$ cat src/design/tdss_pkg.sv
// ----------------------------------------------------------------------------
// tdss_pkg
// Shared types, register indexes and saturation helpers for the tank drive
// setpoint shaper.
// ----------------------------------------------------------------------------
package tdss_pkg;

  // configuration register indexes
  localparam logic [1:0] REG_TURN_SCALE  = 2'd0;
  localparam logic [1:0] REG_SPEED_ALPHA = 2'd1;
  localparam logic [1:0] REG_HIGH_SPEED  = 2'd2;
  localparam logic [1:0] REG_LOW_SPEED   = 2'd3;

  // register reset values
  localparam logic [15:0] TURN_SCALE_RST  = 16'd16384;
  localparam logic [15:0] SPEED_ALPHA_RST = 16'd6554;

  // filtered speed limits, Q8.16
  localparam logic [23:0] SPEED_DEADBAND = 24'd3277;
  localparam logic [23:0] FSPEED_MAX     = 24'hFFFFFF;

  // sequencer states
  typedef enum logic [2:0] {
    ST_IDLE,
    ST_CUBE,
    ST_MIX,
    ST_SCALE,
    ST_OUT
  } state_e;

  // per-cycle step strobes from the sequencer
  typedef struct packed {
    logic load;
    logic cube;
    logic mix;
    logic scale;
  } step_t;

  // saturate to Q1.15
  function automatic logic signed [15:0] sat_q15(input logic signed [21:0] x);
    logic signed [15:0] r;
    if (x > 22'sd32767) begin
      r = 16'sh7FFF;
    end else if (x < -22'sd32768) begin
      r = 16'sh8000;
    end else begin
      r = x[15:0];
    end
    return r;
  endfunction

  // saturate to the 17-bit setpoint range
  function automatic logic signed [16:0] sat_sp(input logic signed [18:0] x);
    logic signed [16:0] r;
    if (x > 19'sd65535) begin
      r = 17'sh0FFFF;
    end else if (x < -19'sd65536) begin
      r = 17'sh10000;
    end else begin
      r = x[16:0];
    end
    return r;
  endfunction

endpackage

$ cat src/design/tdss_lane.sv
// ----------------------------------------------------------------------------
// tdss_lane
// One stick lane: squares the stick on load, multiplies by the stick again
// and rounds the cube back to Q1.15.
// ----------------------------------------------------------------------------
module tdss_lane (
  input  logic                 clk_i,
  input  tdss_pkg::step_t      step_i,
  input  logic signed [15:0]   stick_i,
  output logic signed [15:0]   cube_o
);

  logic signed [15:0] stick_q;
  logic        [30:0] sq_q;
  logic signed [47:0] cub_q;
  logic signed [31:0] sq_full;
  logic signed [47:0] cub_rnd;

  assign sq_full = stick_i * stick_i;

  // square on load, cube on the next step
  always_ff @(posedge clk_i) begin
    if (step_i.load) begin
      stick_q <= stick_i;
      sq_q    <= sq_full[30:0];
    end
    if (step_i.cube) begin
      cub_q <= $signed({1'b0, sq_q}) * stick_q;
    end
  end

  // round half up, drop 30 fraction bits
  assign cub_rnd = cub_q + 48'sd536870912;
  assign cube_o  = cub_rnd[45:30];

endmodule

$ cat config.mk
export PLATFORM = sky130hd
export DESIGN_NAME = tdss_lane
export DESIGN_NICKNAME = d
export VERILOG_FILES = /design/src/design/tdss_pkg.sv /design/src/design/tdss_lane.sv
export SDC_FILE = /design/constraint.sdc
export NUM_CORES = 2
export LEC_CHECK = 0
export CORE_ASPECT_RATIO = 1.4
export CORE_MARGIN = 2
export CORE_UTILIZATION = 39
export DETAILED_ROUTE_END_ITERATION = 16
export DONT_BUFFER_PORTS = 1
export PLACE_DENSITY = 0.57
export SLEW_MARGIN = 10
export SYNTH_ARGS = -nofsm -noshare
export SYNTH_HDL_FRONTEND = slang
export SYNTH_SLANG_ARGS = --single-unit
$ cat constraint.sdc
create_clock -name clk_i -period 6.6 [get_ports clk_i]
set_input_delay 0.33 -clock clk_i [delete_from_list [all_inputs] [get_ports clk_i]]
set_output_delay 0.33 -clock clk_i [all_outputs]
set_load 0.1 [all_outputs]
==> out/results.ini <==
[outcome]
status=finished, final reports clean

[routing]
vias_per_cell=4.863
ant_nets=0
wl_per_cell_um=16.87
vias=17830
wl_mm=61.84
firstDrtPassIters=5
drtIter0Drc=596
drc_errors=0

[cts]
numCtsBuffers=9
clk_latency_ns=0.37
clkSinkCount=62
cts.hold.buffers_added=0
root_buffer=clkbuf_16
cts_buffer_depth=2
cts_tree=built
clk_pin_slew_ns=0.07
htreeDepth=3

[critical_path]
cp-end-kind=register
path_cells=buf_12, buf_4, and2_1, fa_1, fa_1, fa_1, fa_1, fa_1, inv_1, fa_1, inv_1, ha_1, nand4_1, nor4_1, nand3_1, and3_2, o311a_1, o21ai_1, xor2_1
cpMostUsedCell=fa_1
path_class=reg2reg
start_kind=register
crit_slowest_cell=fa_1
required_ns=6.71
cp_top_family=adder cells
cp.arrival_ns=6.50
critPathMaxFanout=6
cpPeakStageDelay_ns=0.56
cp_num_buf_inv=4

[global_routing]
grt_max_degree=46
grt_pass1_wl_mm=104.6
antenna_found_initial=0
grt_use_total_pct=19.43
grt_pass1_vias=20920
gr-total-overflow=0

[place]
post-place-ws_ns=-0.1383
place_congestion=0.8306
placed_cell_area_um2=27770
port_buffers=0
hpwl_mm=52.01

[timing]
slew_violations=0
fmax_mhz=156.5
rsz0062_at_grt=yes
worst_slack_ns=0.2094
fin_crit_sh_pct=96.83
holdWs_ns=0.05992
min_period_ns=6.391
max-slew-margin-rel_pct=21.94
tightest_slew_ns=1.170
skew_ns=0.01585
finalHoldViolCount=0
setup_viol=0

[synth]
synth_cells=2768
ys_seq_area_share_pct=7.219
ys_warn_count=0
synth_area_um2=25790
synth-edff-count=62
async_flop_share_pct=0
synth_area_per_cell_um2=9.317
synthFlopType=edfxtp_1
synth-seq-cells=62
ys_types=54

[final_layout]
fill_cells=6344
design_area_um2=28250
antennaDiodeCount=0
synthToLayoutAreaGrowth_pct=9.558
drive_above_1_share_pct=6.669
nets=3688

[min_path]
hp-class=in2reg

[flow_run]
drv_cap=0

[die]
core_um2=65410
dieArea_um2=68230
row_count=111
initial_core_util_pct=39.43
die_height_um=308.3
boundaryPins=37
fp.dieW_um=221.3

## through the flow
step / util (%) / cells / setup TNS (ns)
3_3_place_gp: 42.46 / 3643 / -0.07889
6_report: 43.19 / 3666 / 0
3_5_place_dp: 42.46 / 3643 / -0.1980
4_1_cts: 42.93 / 3660 / 0
5_1_grt: 43.19 / 3666 / -0.02535
2_1_floorplan: - / 2772 / 0
## synthesized netlist by cell type (all sizes together), types with 3 or more instances
cell | n | area share [%]
fa | 629 | 49
and2 | 240 | 5.8
xnor2 | 58 | 2.0
nand3 | 13 | 0.25
o211ai | 5 | 0.15
a41oi | 3 | 0.13
nand4 | 12 | 0.29
inv | 796 | 12
nor3 | 5 | 0.097
o21ai | 24 | 0.48
clkbuf | 97 | 1.4
a21o | 22 | 0.64
nand2b | 20 | 0.49
a21oi | 34 | 0.67
or2 | 3 | 0.073
o22ai | 5 | 0.12
o21a | 8 | 0.23
nor2 | 73 | 1.1
edfxtp | 62 | 7.2
or3 | 6 | 0.15
nand2 | 352 | 5.1
nor2b | 7 | 0.17
o21bai | 6 | 0.17
a31oi | 5 | 0.12
ha | 223 | 11
and3 | 8 | 0.20
a211oi | 7 | 0.22
xor2 | 17 | 0.58
## worst paths after layout
kind	depth (start not counted)	endpoint	slack, ns	start
hold / removal	0	stick_q[10]	0.06	stick_i[10]
hold reg to reg	6	cub_q[45]	1.30	stick_q[15]
setup / recovery	19	cub_q[39]	0.21	sq_q[7]
setup reg to reg	19	cub_q[39]	0.21	sq_q[7]
## layout by cell type, fill, tap and decap left out, drive strengths merged, types with 34 or more instances in the layout
cell,netlist,routed
ha,223,223
xnor2,58,58
fa,629,629
nor2,73,73
inv,796,797
edfxtp,62,62
nand2,352,352
and2,240,240
a21oi,34,34
buf,0,129
## logic make-up (layout without fill, tap and decap cells)
| family | Yosys count | in the layout | share of synthesized area (%) |
|---|---|---|---|
| xor gates and xnor gates | 75 | 75 | 2.547 |
| other | 2 | 6 | 0.02912 |
| and+or+nand+nor | 744 | 744 | 13.87 |
| DFF | 62 | 62 | 7.219 |
| adders and majority gates | 852 | 852 | 59.64 |
| AOI/OAI and AO/OA | 139 | 139 | 3.649 |
| buffers and inverters | 893 | 940 | 13.00 |
| muxes | 1 | 1 | 0.04366 |
## layout make-up
cell class / count / area, um^2 / share of cell area (%)
multi-input combinational: 1817 / 20820 / 73.70
clock buffer: 9 / 225.2 / 0.7971
timing repair buffer: 129 / 1234 / 4.366
tap: 847 / 1060 / 3.751
inverter: 796 / 2988 / 10.57
clock inverter: 6 / 62.56 / 0.2214
sequential: 62 / 1862 / 6.589
## timing repair
| item | 4_1_cts | 5_1_grt |
|---|---|---|
| resized for setup | 3 | 29 |
| endpoints found under the setup margin | 3 | 8 |
| pin swaps | 2 | 8 |
| setup buffers | 2 | 6 |
| endpoints found under the hold margin | 0 | 0 |
## sequential cells by signal, summed over array words and instances (netlist names)
signal	cells
sq_q	29
cub_q	17
stick_q	16
## routing by layer
layer | global-route usage, % | up-vias | wire length (um)
met4 | 8.475 | 0 | 2847
met1 | 20.22 | 9321 | 22020
met5 | 0 | - | 0
met2 | 39.39 | 300 | 35580
li1 | - | 8078 | -
met3 | 1.315 | 130 | 1381
Power is left out: the tool's default activity adds up to more than one toggle a clock period on the data nets, which glitch-free logic cannot reach.
