### src/design/tdss_pkg.sv
// ----------------------------------------------------------------------------
// tdss_pkg
// Shared types, register indexes and saturation helpers for the tank drive
// setpoint shaper.
// ----------------------------------------------------------------------------
package tdss_pkg;

  // configuration register indexes
  localparam logic [1:0] REG_TURN_SCALE  = 2'd0;
  localparam logic [1:0] REG_SPEED_ALPHA = 2'd1;
  localparam logic [1:0] REG_HIGH_SPEED  = 2'd2;
  localparam logic [1:0] REG_LOW_SPEED   = 2'd3;

  // register reset values
  localparam logic [15:0] TURN_SCALE_RST  = 16'd16384;
  localparam logic [15:0] SPEED_ALPHA_RST = 16'd6554;

  // filtered speed limits, Q8.16
  localparam logic [23:0] SPEED_DEADBAND = 24'd3277;
  localparam logic [23:0] FSPEED_MAX     = 24'hFFFFFF;

  // sequencer states
  typedef enum logic [2:0] {
    ST_IDLE,
    ST_CUBE,
    ST_MIX,
    ST_SCALE,
    ST_OUT
  } state_e;

  // per-cycle step strobes from the sequencer
  typedef struct packed {
    logic load;
    logic cube;
    logic mix;
    logic scale;
  } step_t;

  // saturate to Q1.15
  function automatic logic signed [15:0] sat_q15(input logic signed [21:0] x);
    logic signed [15:0] r;
    if (x > 22'sd32767) begin
      r = 16'sh7FFF;
    end else if (x < -22'sd32768) begin
      r = 16'sh8000;
    end else begin
      r = x[15:0];
    end
    return r;
  endfunction

  // saturate to the 17-bit setpoint range
  function automatic logic signed [16:0] sat_sp(input logic signed [18:0] x);
    logic signed [16:0] r;
    if (x > 19'sd65535) begin
      r = 17'sh0FFFF;
    end else if (x < -19'sd65536) begin
      r = 17'sh10000;
    end else begin
      r = x[16:0];
    end
    return r;
  endfunction

endpackage

### src/design/tdss_merge.sv
// ----------------------------------------------------------------------------
// tdss_merge
// Mixes the two cubed sticks into left and right drive values and scales
// them by the filtered top speed into Q8.8 setpoints.
// ----------------------------------------------------------------------------
module tdss_merge (
  input  logic                 clk_i,
  input  tdss_pkg::step_t      step_i,
  input  logic signed [15:0]   cube_l_i,
  input  logic signed [15:0]   cube_r_i,
  input  logic        [15:0]   turn_scale_i,
  input  logic        [23:0]   speed_i,
  output logic signed [16:0]   left_o,
  output logic signed [16:0]   right_o
);

  logic signed [16:0] sum;
  logic signed [16:0] diff;
  logic signed [33:0] turn_prod;
  logic signed [30:0] mean_q;
  logic signed [34:0] dd_q;
  logic signed [36:0] vl;
  logic signed [36:0] vr;
  logic signed [15:0] ml;
  logic signed [15:0] mr;
  logic signed [40:0] lp_q;
  logic signed [40:0] rp_q;
  logic signed [40:0] lrnd;
  logic signed [40:0] rrnd;
  logic signed [17:0] lt;
  logic signed [17:0] rt;

  // mean and scaled difference at Q.30
  assign sum       = 17'(cube_l_i) + 17'(cube_r_i);
  assign diff      = 17'(cube_l_i) - 17'(cube_r_i);
  assign turn_prod = diff * $signed({1'b0, turn_scale_i});

  // mix, round and saturate to Q1.15
  assign vl = 37'(mean_q) + 37'(dd_q) + 37'sd16384;
  assign vr = 37'(mean_q) - 37'(dd_q) + 37'sd16384;
  assign ml = tdss_pkg::sat_q15(vl[36:15]);
  assign mr = tdss_pkg::sat_q15(vr[36:15]);

  always_ff @(posedge clk_i) begin
    if (step_i.mix) begin
      mean_q <= $signed({sum, 14'b0});
      dd_q   <= $signed({turn_prod, 1'b0});
    end
    if (step_i.scale) begin
      lp_q <= ml * $signed({1'b0, speed_i});
      rp_q <= mr * $signed({1'b0, speed_i});
    end
  end

  // round to Q8.8, negate right, saturate
  assign lrnd    = lp_q + 41'sd4194304;
  assign rrnd    = rp_q + 41'sd4194304;
  assign lt      = lrnd[40:23];
  assign rt      = rrnd[40:23];
  assign left_o  = tdss_pkg::sat_sp(19'(lt));
  assign right_o = tdss_pkg::sat_sp(-19'(rt));

endmodule

### config.mk
export PLATFORM = sky130hd
export DESIGN_NAME = tdss_merge
export DESIGN_NICKNAME = d
export VERILOG_FILES = /design/src/design/tdss_pkg.sv /design/src/design/tdss_merge.sv
export SDC_FILE = /design/constraint.sdc
export NUM_CORES = 2
export LEC_CHECK = 0
export ABC_AREA = 1
export BUFFER_PORTS_ARGS = -buffer_cell sky130_fd_sc_hd__buf_2
export CORE_AREA = 2 2 302 304
export CTS_CLUSTER_DIAMETER = 120
export CTS_CLUSTER_SIZE = 14
export DETAILED_ROUTE_END_ITERATION = 8
export DIE_AREA = 0 0 304 306
export PLACE_DENSITY = 0.72
export SYNTH_ARGS = -nofsm -noshare
export SYNTH_HDL_FRONTEND = slang
export SYNTH_SLANG_ARGS = --single-unit
### constraint.sdc
create_clock -name clk_i -period 14.2 [get_ports clk_i]
set_input_delay 0.71 -clock clk_i [delete_from_list [all_inputs] [get_ports clk_i]]
set_output_delay 0.71 -clock clk_i [all_outputs]
set_load 0.02 [all_outputs]
==> out/metrics.cfg <==
[setup_path]
reg2reg_slack_ns = 2.90
r2r_cells = 35
worstSetupStartpoint = mean_q[30]$_DFFE_PP_
crit_path_frequent_cell = inv_1
r2r_start = mean_q[30]$_DFFE_PP_
worst-path-max-fanout = 17
r2r_end = lp_q[37]$_DFFE_PP_
cp.required_ns = 14.33
endpoint_kind = flop
arrival_ns = 11.43
slowest_stage = a21oi_1
startpoint_type = flop
crit_path_max_incr_delay_ns = 0.85
critPathKind = reg2reg

[clocking]
ctsHtreeMaxLevel = 3
root_buffer = clkbuf_16
hold_buffers = 0
clkLatencyLatePin_ns = 0.39
path_clk_slew_ns = 0.07
cts_tree = done
numCtsBuffers = 9
cts_setup_buffers = 0
post_cts_resized = 0
cts.sinks = 89
clockBufferDepth = 2

[final_layout]
syn_to_final_growth_pct = 4.10
fin_area_sq_um = 46400
stdcell_count = 6895
drive_gt1_frac = 0.0298
nFillCells = 8659
nNetsFinal = 7155

[placed_design]
dp_slack_ns = 3.13
place.port_buffers = 108
dpl_cell_area_sq_um = 46000
hpwlAfterDp_um = 101000
dp_cells = 6874
place_congestion = 0.949

[sta]
finalCriticalPeriod_ns = 11.30
max_freq_mhz = 88.5
setup_viol_count_final = 0
finalClockSkew_ns = 0.0170
final.setup.tns_ns = 0
tightest_slew_ns = 1.26
rsz0062_at_grt = no
slew_violations = 0
post-route-worst-setup-slack_ns = 2.90
period_share = 0.796
relSlewSlack = 0.161
final-hold-violation-count = 0

[synthesis]
netlist_instances = 5738
synth-compound-area-share = 0.0518
yosysSeqAreaShare = 0.0600
synth_edf_count = 89
synth_top_family_by_area = adder cells
syn_avg_cell_area_sq_um = 7.77
ys_ff_latch = 89
synthMuxAreaShare = 0
async_flop_share = 0
synth-simple-area-share = 0.182
yosysWarnings = 0
syn_area_sq_um = 44600
synth_top_flop_cell = edfxtp_1
yosys.area_share.adder = 0.535
synthXorXnorAreaFrac = 0.0317
syn_nets = 7184
ys_types = 59

[route]
drc = 0
vias = 36412
antenna_left = 0
drt-wirelength-per-cell_um = 17.5
drtIter0Drc = 2872
wirelength_um = 121000
viasPerCell = 5.28
first_pass_iters = 6

[floorplan]
die_area_sq_um = 93000
ios = 111
start_util = 0.497
die_h_um = 306
rows = 110
fp.dieW_um = 304
core_sq_um = 89600

[hold_path]
hp-class = in2reg
holdPathEnd = dd_q[1]$_DFFE_PP_
min-delay-start = turn_scale_i[0]
hold_path_depth = 3

[run]
max_cap_viol_count = 0

[global_routing]
antenna_found_initial = 6
overflow = 0
grt_first_pass_wirelength_um = 196000
first_global_vias = 37775
grt_max_degree = 52
groute.usage.overall = 0.267

[run_status]
status = complete, no violations

## worst max-delay path by stage
stage                                    end  slack (ns)  depth (start not counted)
final                     lp_q[37]$_DFFE_PP_        2.90                         35
after floorplan           dd_q[33]$_DFFE_PP_        5.86                         42
after global routing      lp_q[37]$_DFFE_PP_        2.21                         35
after CTS                 lp_q[37]$_DFFE_PP_        3.12                         35
after global placement    lp_q[37]$_DFFE_PP_        3.38                         35
after detailed placement  lp_q[37]$_DFFE_PP_        3.13                         35
## critical path, delay by kind of cell, from the launching register on
family | cells | cell delay [ns]
and+or+nand+nor | 8 | 2.52
adders and majority gates | 9 | 3.78
buffers and inverters | 9 | 1.95
AOI/OAI and AO/OA | 8 | 2.07
xor gates and xnor gates | 1 | 0.10
DFF | 1 | 0.60
## cell usage after synthesis (3+ instances only)
master	instances	area [sq um]
inv_1	1489	5590
nand2_1	1210	4540
fa_1	892	17900
nor2_1	636	2390
ha_1	477	5970
a21oi_1	196	981
clkbuf_1	143	537
xor2_1	108	946
o21ai_0	99	495
nand3_1	92	460
edfxtp_1	89	2670
xnor2_1	48	420
nor3_1	31	155
nand4_1	29	181
a31oi_1	24	150
o21bai_1	16	120
o21a_1	14	105
clkinv_1	13	48.8
o21ai_1	12	60.1
nor4_1	10	62.6
or2_2	10	62.6
buf_1	8	30.0
a21boi_0	7	52.6
inv_2	6	22.5
o31ai_1	6	45.0
a221oi_1	5	43.8
o2111ai_1	5	43.8
o21ai_2	5	43.8
and2_1	4	25.0
nand3b_1	4	30.0
o211ai_1	4	30.0
a211oi_1	3	22.5
a21o_1	3	22.5
and3_1	3	18.8
nor3b_1	3	22.5
o221ai_1	3	26.3
## state kept, by name (all words and copies together), names as in the netlist
signal / cells
mean_q: 17
dd_q: 34
lp_q: 19
rp_q: 19
## per-layer routing
layer  vias up  global-route usage  wire length [um]
li1      16804                   -                 -
met1     17778               0.336             47000
met2      1519               0.459             58300
met3       305              0.0457             10400
met4         6               0.103              5230
met5         -                   0                46
## layout make-up
class                      instances  area, sq um  area share
sequential                        89         2670      0.0576
tap                             1176         1470      0.0317
clock inverter                     7          124     0.00267
timing repair buffer             115          593      0.0128
antenna                            5         12.5    0.000270
multi-input combinational       3986        35600       0.768
inverter                        1508         5660       0.122
clock buffer                       9          225     0.00485
## metrics by stage
step / util / hold WS, ns
finish: 0.518 / 0.888
global route: 0.518 / 0.914
CTS: 0.518 / 0.869
detailed placement: 0.514 / 1.28
global placement: 0.514 / 1.28
floorplan: - / 0.822
## layout by cell type, fill, tap and decap left out, types with 89 or more instances in the layout
| cell type | instances |
|---|---|
| inv_1 | 1489 |
| nand2_1 | 1210 |
| fa_1 | 892 |
| nor2_1 | 636 |
| ha_1 | 477 |
| a21oi_1 | 196 |
| xor2_1 | 108 |
| buf_2 | 108 |
| o21ai_0 | 99 |
| nand3_1 | 92 |
| edfxtp_1 | 89 |
## cell families after synthesis
group / Yosys count
compound gates: 410
xor+xnor: 159
fa+ha+maj: 1369
buf+inv: 1663
flops: 89
simple gates: 2048
Power is not shown: default switching activity piles up to over one toggle a cycle in this logic, so the estimate is an artifact.
