[config.mk]
export PLATFORM = sky130hd
export DESIGN_NAME = tdss_speed_filter
export DESIGN_NICKNAME = d
export VERILOG_FILES = /design/src/design/tdss_pkg.sv /design/src/design/tdss_speed_filter.sv
export SDC_FILE = /design/constraint.sdc
export NUM_CORES = 1
export LEC_CHECK = 0
export ABC_AREA = 1
export BUFFER_PORTS_ARGS = -buffer_cell sky130_fd_sc_hd__buf_2
export CAP_MARGIN = 20
export CORE_MARGIN = 5
export CORE_UTILIZATION = 40
export DETAILED_ROUTE_END_ITERATION = 8
export SYNTH_ARGS = -nofsm -noshare
export SYNTH_HDL_FRONTEND = slang
export SYNTH_SLANG_ARGS = --single-unit
[constraint.sdc]
create_clock -name clk_i -period 9.9 [get_ports clk_i]
set_input_delay 1.98 -clock clk_i [delete_from_list [all_inputs] [get_ports clk_i]]
set_output_delay 1.98 -clock clk_i [all_outputs]
set_load 0.005 [all_outputs]
[src/design/tdss_pkg.sv]
// ----------------------------------------------------------------------------
// tdss_pkg
// Shared types, register indexes and saturation helpers for the tank drive
// setpoint shaper.
// ----------------------------------------------------------------------------
package tdss_pkg;

  // configuration register indexes
  localparam logic [1:0] REG_TURN_SCALE  = 2'd0;
  localparam logic [1:0] REG_SPEED_ALPHA = 2'd1;
  localparam logic [1:0] REG_HIGH_SPEED  = 2'd2;
  localparam logic [1:0] REG_LOW_SPEED   = 2'd3;

  // register reset values
  localparam logic [15:0] TURN_SCALE_RST  = 16'd16384;
  localparam logic [15:0] SPEED_ALPHA_RST = 16'd6554;

  // filtered speed limits, Q8.16
  localparam logic [23:0] SPEED_DEADBAND = 24'd3277;
  localparam logic [23:0] FSPEED_MAX     = 24'hFFFFFF;

  // sequencer states
  typedef enum logic [2:0] {
    ST_IDLE,
    ST_CUBE,
    ST_MIX,
    ST_SCALE,
    ST_OUT
  } state_e;

  // per-cycle step strobes from the sequencer
  typedef struct packed {
    logic load;
    logic cube;
    logic mix;
    logic scale;
  } step_t;

  // saturate to Q1.15
  function automatic logic signed [15:0] sat_q15(input logic signed [21:0] x);
    logic signed [15:0] r;
    if (x > 22'sd32767) begin
      r = 16'sh7FFF;
    end else if (x < -22'sd32768) begin
      r = 16'sh8000;
    end else begin
      r = x[15:0];
    end
    return r;
  endfunction

  // saturate to the 17-bit setpoint range
  function automatic logic signed [16:0] sat_sp(input logic signed [18:0] x);
    logic signed [16:0] r;
    if (x > 19'sd65535) begin
      r = 17'sh0FFFF;
    end else if (x < -19'sd65536) begin
      r = 17'sh10000;
    end else begin
      r = x[16:0];
    end
    return r;
  endfunction

endpackage

[src/design/tdss_speed_filter.sv]
// ----------------------------------------------------------------------------
// tdss_speed_filter
// Exponential low-pass on the selected top speed with a deadband near zero.
// ----------------------------------------------------------------------------
module tdss_speed_filter (
  input  logic            clk_i,
  input  logic            rst_ni,
  input  tdss_pkg::step_t step_i,
  input  logic            gear_i,
  input  logic [15:0]     high_speed_i,
  input  logic [15:0]     low_speed_i,
  input  logic [15:0]     alpha_i,
  output logic [23:0]     speed_o
);

  logic        [23:0] f_q;
  logic        [23:0] f_d;
  logic signed [41:0] prod_q;
  logic        [15:0] top;
  logic signed [24:0] delta;
  logic signed [41:0] prod;
  logic signed [41:0] prod_rnd;
  logic signed [25:0] stp;
  logic signed [26:0] nf;

  // error times coefficient
  assign top   = gear_i ? high_speed_i : low_speed_i;
  assign delta = $signed({1'b0, top, 8'b0}) - $signed({1'b0, f_q});
  assign prod  = delta * $signed({1'b0, alpha_i});

  // rounded step and clamp to 24 bits
  assign prod_rnd = prod_q + 42'sd32768;
  assign stp      = prod_rnd[41:16];
  assign nf       = $signed({3'b0, f_q}) + 27'(stp);

  always_comb begin
    if (nf < 27'sd0) begin
      f_d = '0;
    end else if (nf > $signed({3'b0, tdss_pkg::FSPEED_MAX})) begin
      f_d = tdss_pkg::FSPEED_MAX;
    end else begin
      f_d = nf[23:0];
    end
  end

  always_ff @(posedge clk_i) begin
    if (step_i.load) begin
      prod_q <= prod;
    end
  end

  // filter state
  always_ff @(posedge clk_i or negedge rst_ni) begin
    if (!rst_ni) begin
      f_q <= '0;
    end else if (step_i.cube) begin
      f_q <= f_d;
    end
  end

  // deadband
  assign speed_o = (f_q < tdss_pkg::SPEED_DEADBAND) ? '0 : f_q;

endmodule

==> results of run 1 <==
## kinds of logic (layout without fill, tap and decap cells)
kind of cell,Yosys count,count (layout),share of synthesized area (%)
compound gates,201,201,5.90
xor+xnor,82,82,3.74
fa+ha+maj,534,534,48.0
buf+inv,725,867,13.9
flops,51,51,7.05
mux,16,16,0.900
simple gates,973,973,20.5
## per-stage QoR
| step | instances | cell area, um2 | util (%) |
|---|---|---|---|
| floorplan | 2582 | 20000 | - |
| global placement | 3388 | 21900 | 44.0 |
| detailed placement | 3388 | 21900 | 44.0 |
| CTS | 3396 | 22100 | 44.3 |
| global route | 3396 | 22100 | 44.4 |
| finish | 3396 | 22100 | 44.4 |
## critical path, delay by kind of cell
family | cells | cell delay (ps)
XOR/XNOR | 1 | 160
multiplexers | 1 | 380
buffers and inverters | 7 | 890
adder cells (fa/ha/maj) | 8 | 4010
AO/OA/AOI/OAI | 3 | 630
AND/OR/NAND/NOR | 8 | 1540
## layout by cell type, fill, tap and decap left out, types with 5 or more instances in the layout
cell type  instances
inv_1            623
nand2_1          495
fa_1             390
nor2_1           269
ha_1             144
buf_4            129
a21oi_1           94
nand3_1           90
buf_2             76
o21ai_0           39
xnor2_1           39
xor2_1            39
nand2_2           29
edfxtp_1          27
dfrtp_1           24
nand4_1           23
inv_2             20
nor3_1            17
mux2_2            16
a31oi_1           14
a21o_1            12
or2_1             10
nor4_1             9
o21ai_1            8
clkinv_1           7
o21a_1             7
nor2_2             6
o21bai_1           6
clkbuf_16          5
## state kept, by name, indices dropped and copies added, names as in the netlist
name    flops
f_q        24
prod_q     27
## layout make-up
| type | count | area (um2) | share of cell area, % |
|---|---|---|---|
| clock buffer | 5 | 125 | 0.565 |
| clock inverter | 3 | 46.3 | 0.209 |
| sequential | 51 | 1410 | 6.38 |
| tap | 672 | 841 | 3.80 |
| multi-input combinational | 1806 | 15800 | 71.6 |
| inverter | 650 | 2440 | 11.0 |
| timing repair buffer | 209 | 1430 | 6.45 |
## how the worst max path moves through the flow
stage          slack, ps                    to  cells after the start
5_1_grt               20  prod_q[40]$_DFFE_PP_                     27
6_report             300  prod_q[41]$_DFFE_PP_                     28
2_1_floorplan        460  prod_q[37]$_DFFE_PP_                     29
3_3_place_gp          40  prod_q[31]$_DFFE_PP_                     33
4_1_cts              300  prod_q[31]$_DFFE_PP_                     32
3_5_place_dp          20  prod_q[31]$_DFFE_PP_                     32
## what timing repair did
item,CTS,global route
buffers inserted,0,0
endpoints found under the hold margin,0,0
setup endpoints to repair,0,10
gates resized for setup,0,6
## layer usage
layer | part of all wire (%) | up-vias | wire (um)
li1 | - | 7951 | -
met1 | 42 | 8347 | 25800
met2 | 48 | 559 | 29000
met3 | 7.4 | 100 | 4490
met4 | 2.5 | 0 | 1520
met5 | 0 | - | 0
==> flow_summary.ini, run 1 <==
[status]
status = finished clean

[logic_synthesis]
synth_enable_flop_cells = 27
postSynth.topFlopCell = edfxtp_1
synth_nets = 3171
synth_commonest_cells = inv_1, nand2_1, fa_1
yosys.cell_count.top_type = inv_1
async_reset_ff_share_pct = 47.1
yosys.cell_types.count = 59
synth_area_leaders = fa_1, inv_1, nand2_1, ha_1, nor2_1
yosys_register_bits = 51
synthesis.area_um2 = 20000
synth_top_area_share_pct = 39.0
mean_instance_size_in_the_synthesized_netlist_um2 = 7.75
post_synth_inst_count = 2582
synth.yosys.warnings = 0
post-synth-top-area-cell = fa_1
synth.yosys.seq_area_share_pct = 7.05

[sta]
min_period_over_period_pct = 97.0
finalSetupTns_ps = 0
setup_violations = 0
rsz_0062_raised_after_global_routing = false
timing.slew.headroom_pct = 34.6
report.final.hold_viol_count = 0
worst_slew_pin_slew_ps = 974
worst_slack_ps = 295
fin_worst_skew_ps = 12.1
finalHoldWorstSlack_ps = 554
fin_crit_ps = 9600
slew_violations = 0
max_freq_ghz = 0.104

[worst_setup_path]
cpMaxStageDelayCell = fa_1
regToRegEndpoint = prod_q[41]$_DFFE_PP_
critical_path.max_stage_delay_ps = 630
cp_data_arrival_time_ps = 9630
rr_worst_depth = 29
critical-path-top-cell-by-count = fa_1
r2r-start = f_q[13]$_DFFE_PN0P_
crit_path_start_kind = primary input
required_ps = 9920
timing.critical_path.from = gear_i
type_of_element_capturing_the_critical_path = flip-flop
r2r_slack_ps = 1990
criticalPathCategory = in -> reg
timing.critical_path.fanout_max = 7

[grt]
grt_antenna_before_repair = 1
grt_max_degree = 28
grt_remaining_overflow = 0
groute.layer.met2.usage_pct = 39.4
grt_usage_pct = 22.9
global_route.usage.met3_pct = 3.38
groute.layer.met1.usage_pct = 30.8
vias_in_the_first_global_route = 18188
globalRoute.busiestLayer = met2
global_route_wire_length_before_repair_mm = 97.6

[placement]
place.gp.congestion = 0.936
port-buffer-count = 76
post-dp-hpwl_mm = 52.2
place_worst_setup_slack_ps = 18.7

[route]
drt-initial-drc-count = 1082
via_count_normalized_by_instance_count = 4.99
vias = 16957
drt_first_pass_iters = 7
routed_wire_length_per_instance_um = 17.9
drt-total-wl_mm = 60.8
drc = 0
drt.antenna.violating_nets = 0

[clocking]
numCtsBuffers = 5
count_of_hold_buffers_inserted_by_post_cts_repair = 0
clk_pin_slew_ps = 80
cts-root-to-sink-buffers = 2
clockRootBuffer = clkbuf_16
cts.sinks = 51
clock_tree_from_tritoncts = built
clk_latency_ps = 300
cts_max_level = 2

[flow_run]
maxCapViolCount = 0

[layout]
antenna_diode_count = 0
layout.filler_cells = 5124
layout_overhead_on_the_synthesized_area_pct = 10.6
total_nets_final = 3312
drive_gt1_share_pct = 11.7

[hold_path]
min_delay_path_depth = 2
hp-class = reg -> reg
min-delay-start = f_q[8]$_DFFE_PN0P_
hold_end = f_q[8]$_DFFE_PN0P_

[floorplanning]
placement_rows = 82
initial_core_util_pct = 40.1
floorplan.core_area_um2 = 49900
die_height_um = 234
die_area_um2 = 54600
floorplan.die.width_um = 234
design.portCount = 79
Power of run 1 is left out: the tool's default activity adds up to more than one toggle a clock period on the data nets, which glitch-free logic cannot reach.
==> run 2, diff against run 1 <==
--- a/config.mk
+++ b/config.mk
@@ -8,6 +8,7 @@
 export ABC_AREA = 1
 export BUFFER_PORTS_ARGS = -buffer_cell sky130_fd_sc_hd__buf_2
 export CAP_MARGIN = 20
+export CORE_ASPECT_RATIO = 1.2
 export CORE_MARGIN = 5
 export CORE_UTILIZATION = 40
 export DETAILED_ROUTE_END_ITERATION = 8
==> run 2 against run 1 <==
Register-to-register slack barely moved. Final cell count fell by 1.2%. Worst setup slack improved by 140 ps. First-iteration DRC count rose by 1.3%. Largest cell class unchanged. Highest routed layer unchanged.
==> flow_summary.ini, run 2 (same netlist as run 1, synthesis figures left out) <==
[layout]
drive_gt1_share_pct = 11.4
final_cell_mix = inv_1, nand2_1, fa_1
top_register = prod_q
total_nets_final = 3306
layout_overhead_on_the_synthesized_area_pct = 9.97
biggestRegsByFlops = prod_q (27), f_q (24)
layout.filler_cells = 5040
largest_reg_flops = 27
layoutNonFillerInstCount = 3355
most_frequent_standard_cell_in_the_layout_excluding_fill_and_tap_cells = inv_1
antenna_diode_count = 0

[clocking]
clock_tree_from_tritoncts = built
clockRootBuffer = clkbuf_16
count_of_hold_buffers_inserted_by_post_cts_repair = 0
numCtsBuffers = 5
cts-root-to-sink-buffers = 2
clk_pin_slew_ps = 70
cts_max_level = 2
clk_latency_ps = 300
cts.sinks = 51

[route]
drt-initial-drc-count = 1096
route.layer.met1.wl_mm = 24.5
routed.top_layer = met4
detailroute.wirelength.met2_mm = 30.5
dr_wl_met3_mm = 3.83
drc = 0
routed_wire_length_per_instance_um = 18.4
vias = 17222
drt.antenna.violating_nets = 0
drt_first_pass_iters = 5
drt-total-wl_mm = 61.6
via_count_normalized_by_instance_count = 5.13

[hold_path]
hp-class = reg -> reg

[placement]
post-dp-hpwl_mm = 52.7
place.gp.congestion = 0.922
port-buffer-count = 76
dp_cells = 3347

[sta]
min_period_over_period_pct = 95.6
max_freq_ghz = 0.106
fin_worst_skew_ps = 13.2
worst_slew_pin_slew_ps = 1020
finalSetupTns_ps = 0
timing.slew.headroom_pct = 31.6
report.final.hold_viol_count = 0
rsz_0062_raised_after_global_routing = false
setup_violations = 0
slew_violations = 0
fin_crit_ps = 9460

[worst_setup_path]
required_ps = 9940
type_of_element_capturing_the_critical_path = flip-flop
cp_data_arrival_time_ps = 9500
timing.critical_path.fanout_max = 16
crit_path_start_kind = primary input
criticalPathCategory = in -> reg
r2r_slack_ps = 2000

[floorplanning]
design.portCount = 79
floorplan.die.width_um = 214
die_height_um = 255
die_area_um2 = 54600
placement_rows = 89
initial_core_util_pct = 40.6
floorplan.core_area_um2 = 49300

[flow_run]
maxCapViolCount = 0

[grt]
global_route_wire_length_before_repair_mm = 99.0
vias_in_the_first_global_route = 18474
grt_max_degree = 28
grt_remaining_overflow = 0
grt_usage_pct = 23.0
grt_antenna_before_repair = 0

[status]
status = finished clean
## run 2: cell types whose count changed in the layout (fill, tap and decap cells not counted), sizes merged
cell	before	now
buf	209	202
inv	644	643
bufinv	1	0
clkbuf	5	8
## run 2: layout make-up
class / instances / area (um2) / share of cell area, %
flip-flops and latches: 51 / 1410 / 6.41
inverters: 650 / 2440 / 11.1
clock inverters: 1 / 5.00 / 0.0227
clock buffers: 7 / 133 / 0.603
well taps: 637 / 797 / 3.62
repair buffers: 203 / 1360 / 6.19
multi-input cells: 1806 / 15900 / 72.1
## run 2: repair_timing
action                     4_1_cts  5_1_grt
gates resized for setup          0        7
buffers inserted                 0        0
setup endpoints to repair        0        7
## run 2: through the flow
step | setup slack (ps) | area [um2] | utilization [%] | hold slack [ps]
after floorplan | 461 | 20000 | - | 477
after CTS | 156 | 22000 | 44.5 | 543
final | 436 | 22000 | 44.6 | 542
after global routing | 92.5 | 22000 | 44.6 | 577
after detailed placement | -108 | 21800 | 44.2 | 526
after global placement | -46.3 | 21800 | 44.2 | 509
## run 2: metal layers
layer	track usage (%)	vias to the layer above
met2	41.5	615
met3	2.92	148
li1	-	7935
met4	8.97	0
met5	0	-
met1	28.2	8524
## run 2: worst paths after layout
path / startpoint / to / depth (start not counted)
worst min-delay path: f_q[9]$_DFFE_PN0P_ / f_q[9]$_DFFE_PN0P_ / 2
min in group asynchronous: rst_ni / f_q[8]$_DFFE_PN0P_ / 1
worst max-delay path: gear_i / prod_q[40]$_DFFE_PP_ / 28
max in group asynchronous: rst_ni / f_q[22]$_DFFE_PN0P_ / 1
worst max register to register: f_q[0]$_DFFE_PN0P_ / prod_q[36]$_DFFE_PP_ / 36
worst min register to register: f_q[9]$_DFFE_PN0P_ / f_q[9]$_DFFE_PN0P_ / 2
## run 2: worst max-delay path: stages
cell      delay [ps]
clkbuf_4         230
mux2_2           380
ha_1             360
a21oi_1          180
o21ai_0          130
a31o_1           230
a21oi_2          170
xor2_2           500
buf_4            260
nand2_1           70
fa_1             570
inv_1             70
fa_1             490
fa_1             580
fa_1             440
fa_1             500
inv_1             50
fa_1             580
inv_1             60
ha_1             340
a21oi_1          200
buf_4            130
inv_1             30
a21oi_1          210
o221ai_1         170
a21oi_1          200
nand3_1          170
xor2_1           180
Power of run 2 is left out for the same reason.
==> run 3, diff against run 2 <==
--- a/config.mk
+++ b/config.mk
@@ -7,7 +7,6 @@
 export LEC_CHECK = 0
 export ABC_AREA = 1
 export BUFFER_PORTS_ARGS = -buffer_cell sky130_fd_sc_hd__buf_2
-export CAP_MARGIN = 20
 export CORE_ASPECT_RATIO = 1.2
 export CORE_MARGIN = 5
 export CORE_UTILIZATION = 40
==> constraint.sdc (replaced) <==
create_clock -name clk_i -period 7.85 [get_ports clk_i]
set_input_delay 1.57 -clock clk_i [delete_from_list [all_inputs] [get_ports clk_i]]
set_output_delay 1.57 -clock clk_i [all_outputs]
set_load 0.005 [all_outputs]
==> run 3 against run 2 <==
The flow now finishes with violations (negative setup slack). Non-clock buffer count up 227. Core utilization up 8.2 points. Die area unchanged. Critical path type unchanged. Register-to-register slack worse by 1500 ps. Largest cell class unchanged. Critical path depth up 4. Clock skew down 3.0 ps. Worst hold slack worse by 4.9 ps. Sequential share of layout area down 1.0 points. Cell area up 18%. Flip-flop and latch count unchanged. Via count up 5.9%. First-iteration DRC count down 5.7%.
==> flow_summary.ini, run 3 (same netlist as run 1, synthesis figures left out) <==
[status]
status = finished with violations
violated_checks = negative setup slack

[worst_setup_path]
critical_path.max_stage_delay_ps = 580
crit_path_start_kind = primary input
criticalPathCategory = in -> reg
cpMaxStageDelayCell = fa_2
type_of_element_capturing_the_critical_path = flip-flop
required_ps = 7890
critical-path-top-cell-by-count = fa_1
timing.critical_path.fanout_max = 7
cp_data_arrival_time_ps = 8460

[grt]
grt_antenna_before_repair = 0
global_route_wire_length_before_repair_mm = 106
grt_usage_pct = 24.5
grt_remaining_overflow = 0
vias_in_the_first_global_route = 19819
grt_max_degree = 28

[sta]
fin_crit_ps = 8420
finalHoldWorstSlack_ps = 537
rsz_0062_raised_after_global_routing = true
min_period_over_period_pct = 107
max_freq_ghz = 0.119
fin_worst_skew_ps = 10.2
slew_violations = 0
worst_slew_pin_slew_ps = 1050
report.final.hold_viol_count = 0
worst_slack_ps = -569
timing.slew.headroom_pct = 29.2
setup_violations = 26

[layout]
total_nets_final = 3533
layout_overhead_on_the_synthesized_area_pct = 30.3
layoutNonFillerInstCount = 3582
layout.filler_cells = 4637
multi_input_comb_area_um2 = 17800
regArea_um2 = 1410
biggestRegsByFlops = prod_q (27), f_q (24)
final_cell_mix = inv_1, nand2_1, fa_1
antenna_diode_count = 0
drive_gt1_share_pct = 30.6
largest_reg_flops = 27
design_area_um2 = 26100
top_register = prod_q
most_frequent_standard_cell_in_the_layout_excluding_fill_and_tap_cells = inv_1

[floorplanning]
floorplan.core_area_um2 = 49300
placement_rows = 89
initial_core_util_pct = 40.6
design.portCount = 79
die_height_um = 255
floorplan.die.width_um = 214
die_area_um2 = 54600

[clocking]
cts_max_level = 2
cts.sinks = 51
numCtsBuffers = 5
clk_pin_slew_ps = 70
clk_latency_ps = 300
clockRootBuffer = clkbuf_16
clock_tree_from_tritoncts = built
cts-root-to-sink-buffers = 2

[route]
via_count_normalized_by_instance_count = 5.09
vias = 18230
drt-total-wl_mm = 66.4
drt-initial-drc-count = 1034
drc = 0
routed_wire_length_per_instance_um = 18.5
drt_first_pass_iters = 7
drt.antenna.violating_nets = 0

[hold_path]
hp-class = reg -> reg

[placement]
place.gp.congestion = 0.920
dp_cells = 3505
placedInstanceArea_um2 = 23800
port-buffer-count = 76
post-dp-hpwl_mm = 55.3

[flow_run]
maxCapViolCount = 0
## run 3: cell count changes in the layout (fill, tap and decap cells not counted), moves of 37 or more
| cell | delta |
|---|---|
| ha_4 | +39 |
| buf_4 | +180 |
| nand2_1 | -62 |
| buf_6 | +37 |
| nor2_1 | -51 |
| ha_1 | -39 |
| inv_1 | -68 |
| inv_2 | +56 |
| a21oi_1 | -43 |
| nand2_2 | +40 |
## run 3: worst paths after layout
path                            slack [ps]                    to                from  cells after the start
worst max-delay path                  -570  prod_q[41]$_DFFE_PP_              gear_i                     32
worst min-delay path                   540    f_q[8]$_DFFE_PN0P_  f_q[8]$_DFFE_PN0P_                      2
worst max register to register         480  prod_q[36]$_DFFE_PP_  f_q[1]$_DFFE_PN0P_                     37
worst min register to register         540    f_q[8]$_DFFE_PN0P_  f_q[8]$_DFFE_PN0P_                      2
max in group asynchronous             6190   f_q[11]$_DFFE_PN0P_              rst_ni                      1
min in group asynchronous             1270   f_q[12]$_DFFE_PN0P_              rst_ni                      1
## run 3: worst max-delay path: cells and delay by family
kind	cells	cell delay (ps)
buffers and inverters	10	1020
AND/OR/NAND/NOR	4	500
multiplexers	1	310
adder cells (fa/ha/maj)	8	3670
AO/OA/AOI/OAI	7	1030
XOR/XNOR	2	330
## run 3: routing by layer
metal	vias to the layer above	global-route usage, %	part of all wire, %
li1	8394	-	-
met1	9056	28.5	37
met2	613	45.5	52
met3	167	3.32	5.9
met4	0	10.5	5.1
met5	-	0	0
## run 3: cell type report
class / count / share of cell area (%)
Multi-Input combinational cell: 1806 / 68.4
Timing Repair Buffer: 430 / 12.9
Clock buffer: 5 / 0.480
Tap cell: 637 / 3.06
Clock inverter: 3 / 0.149
Inverter: 650 / 9.61
Sequential cell: 51 / 5.41
## run 3: timing repair
item,CTS,global route
gates resized for setup,251,164
gates cloned,2,1
hold buffers,0,0
endpoints found under the hold margin,0,0
setup buffers,48,23
pin swaps,155,109
setup endpoints to repair,27,27
## run 3: through the flow
step | setup TNS [ps] | setup slack, ps | util, %
after floorplan | -6340 | -398 | -
after global placement | -27760 | -1220 | 48.2
after detailed placement | -29720 | -1350 | 48.2
after CTS | -10310 | -586 | 51.3
after global routing | -16160 | -780 | 52.8
final | -10780 | -569 | 52.8
Power of run 3 is left out for the same reason.
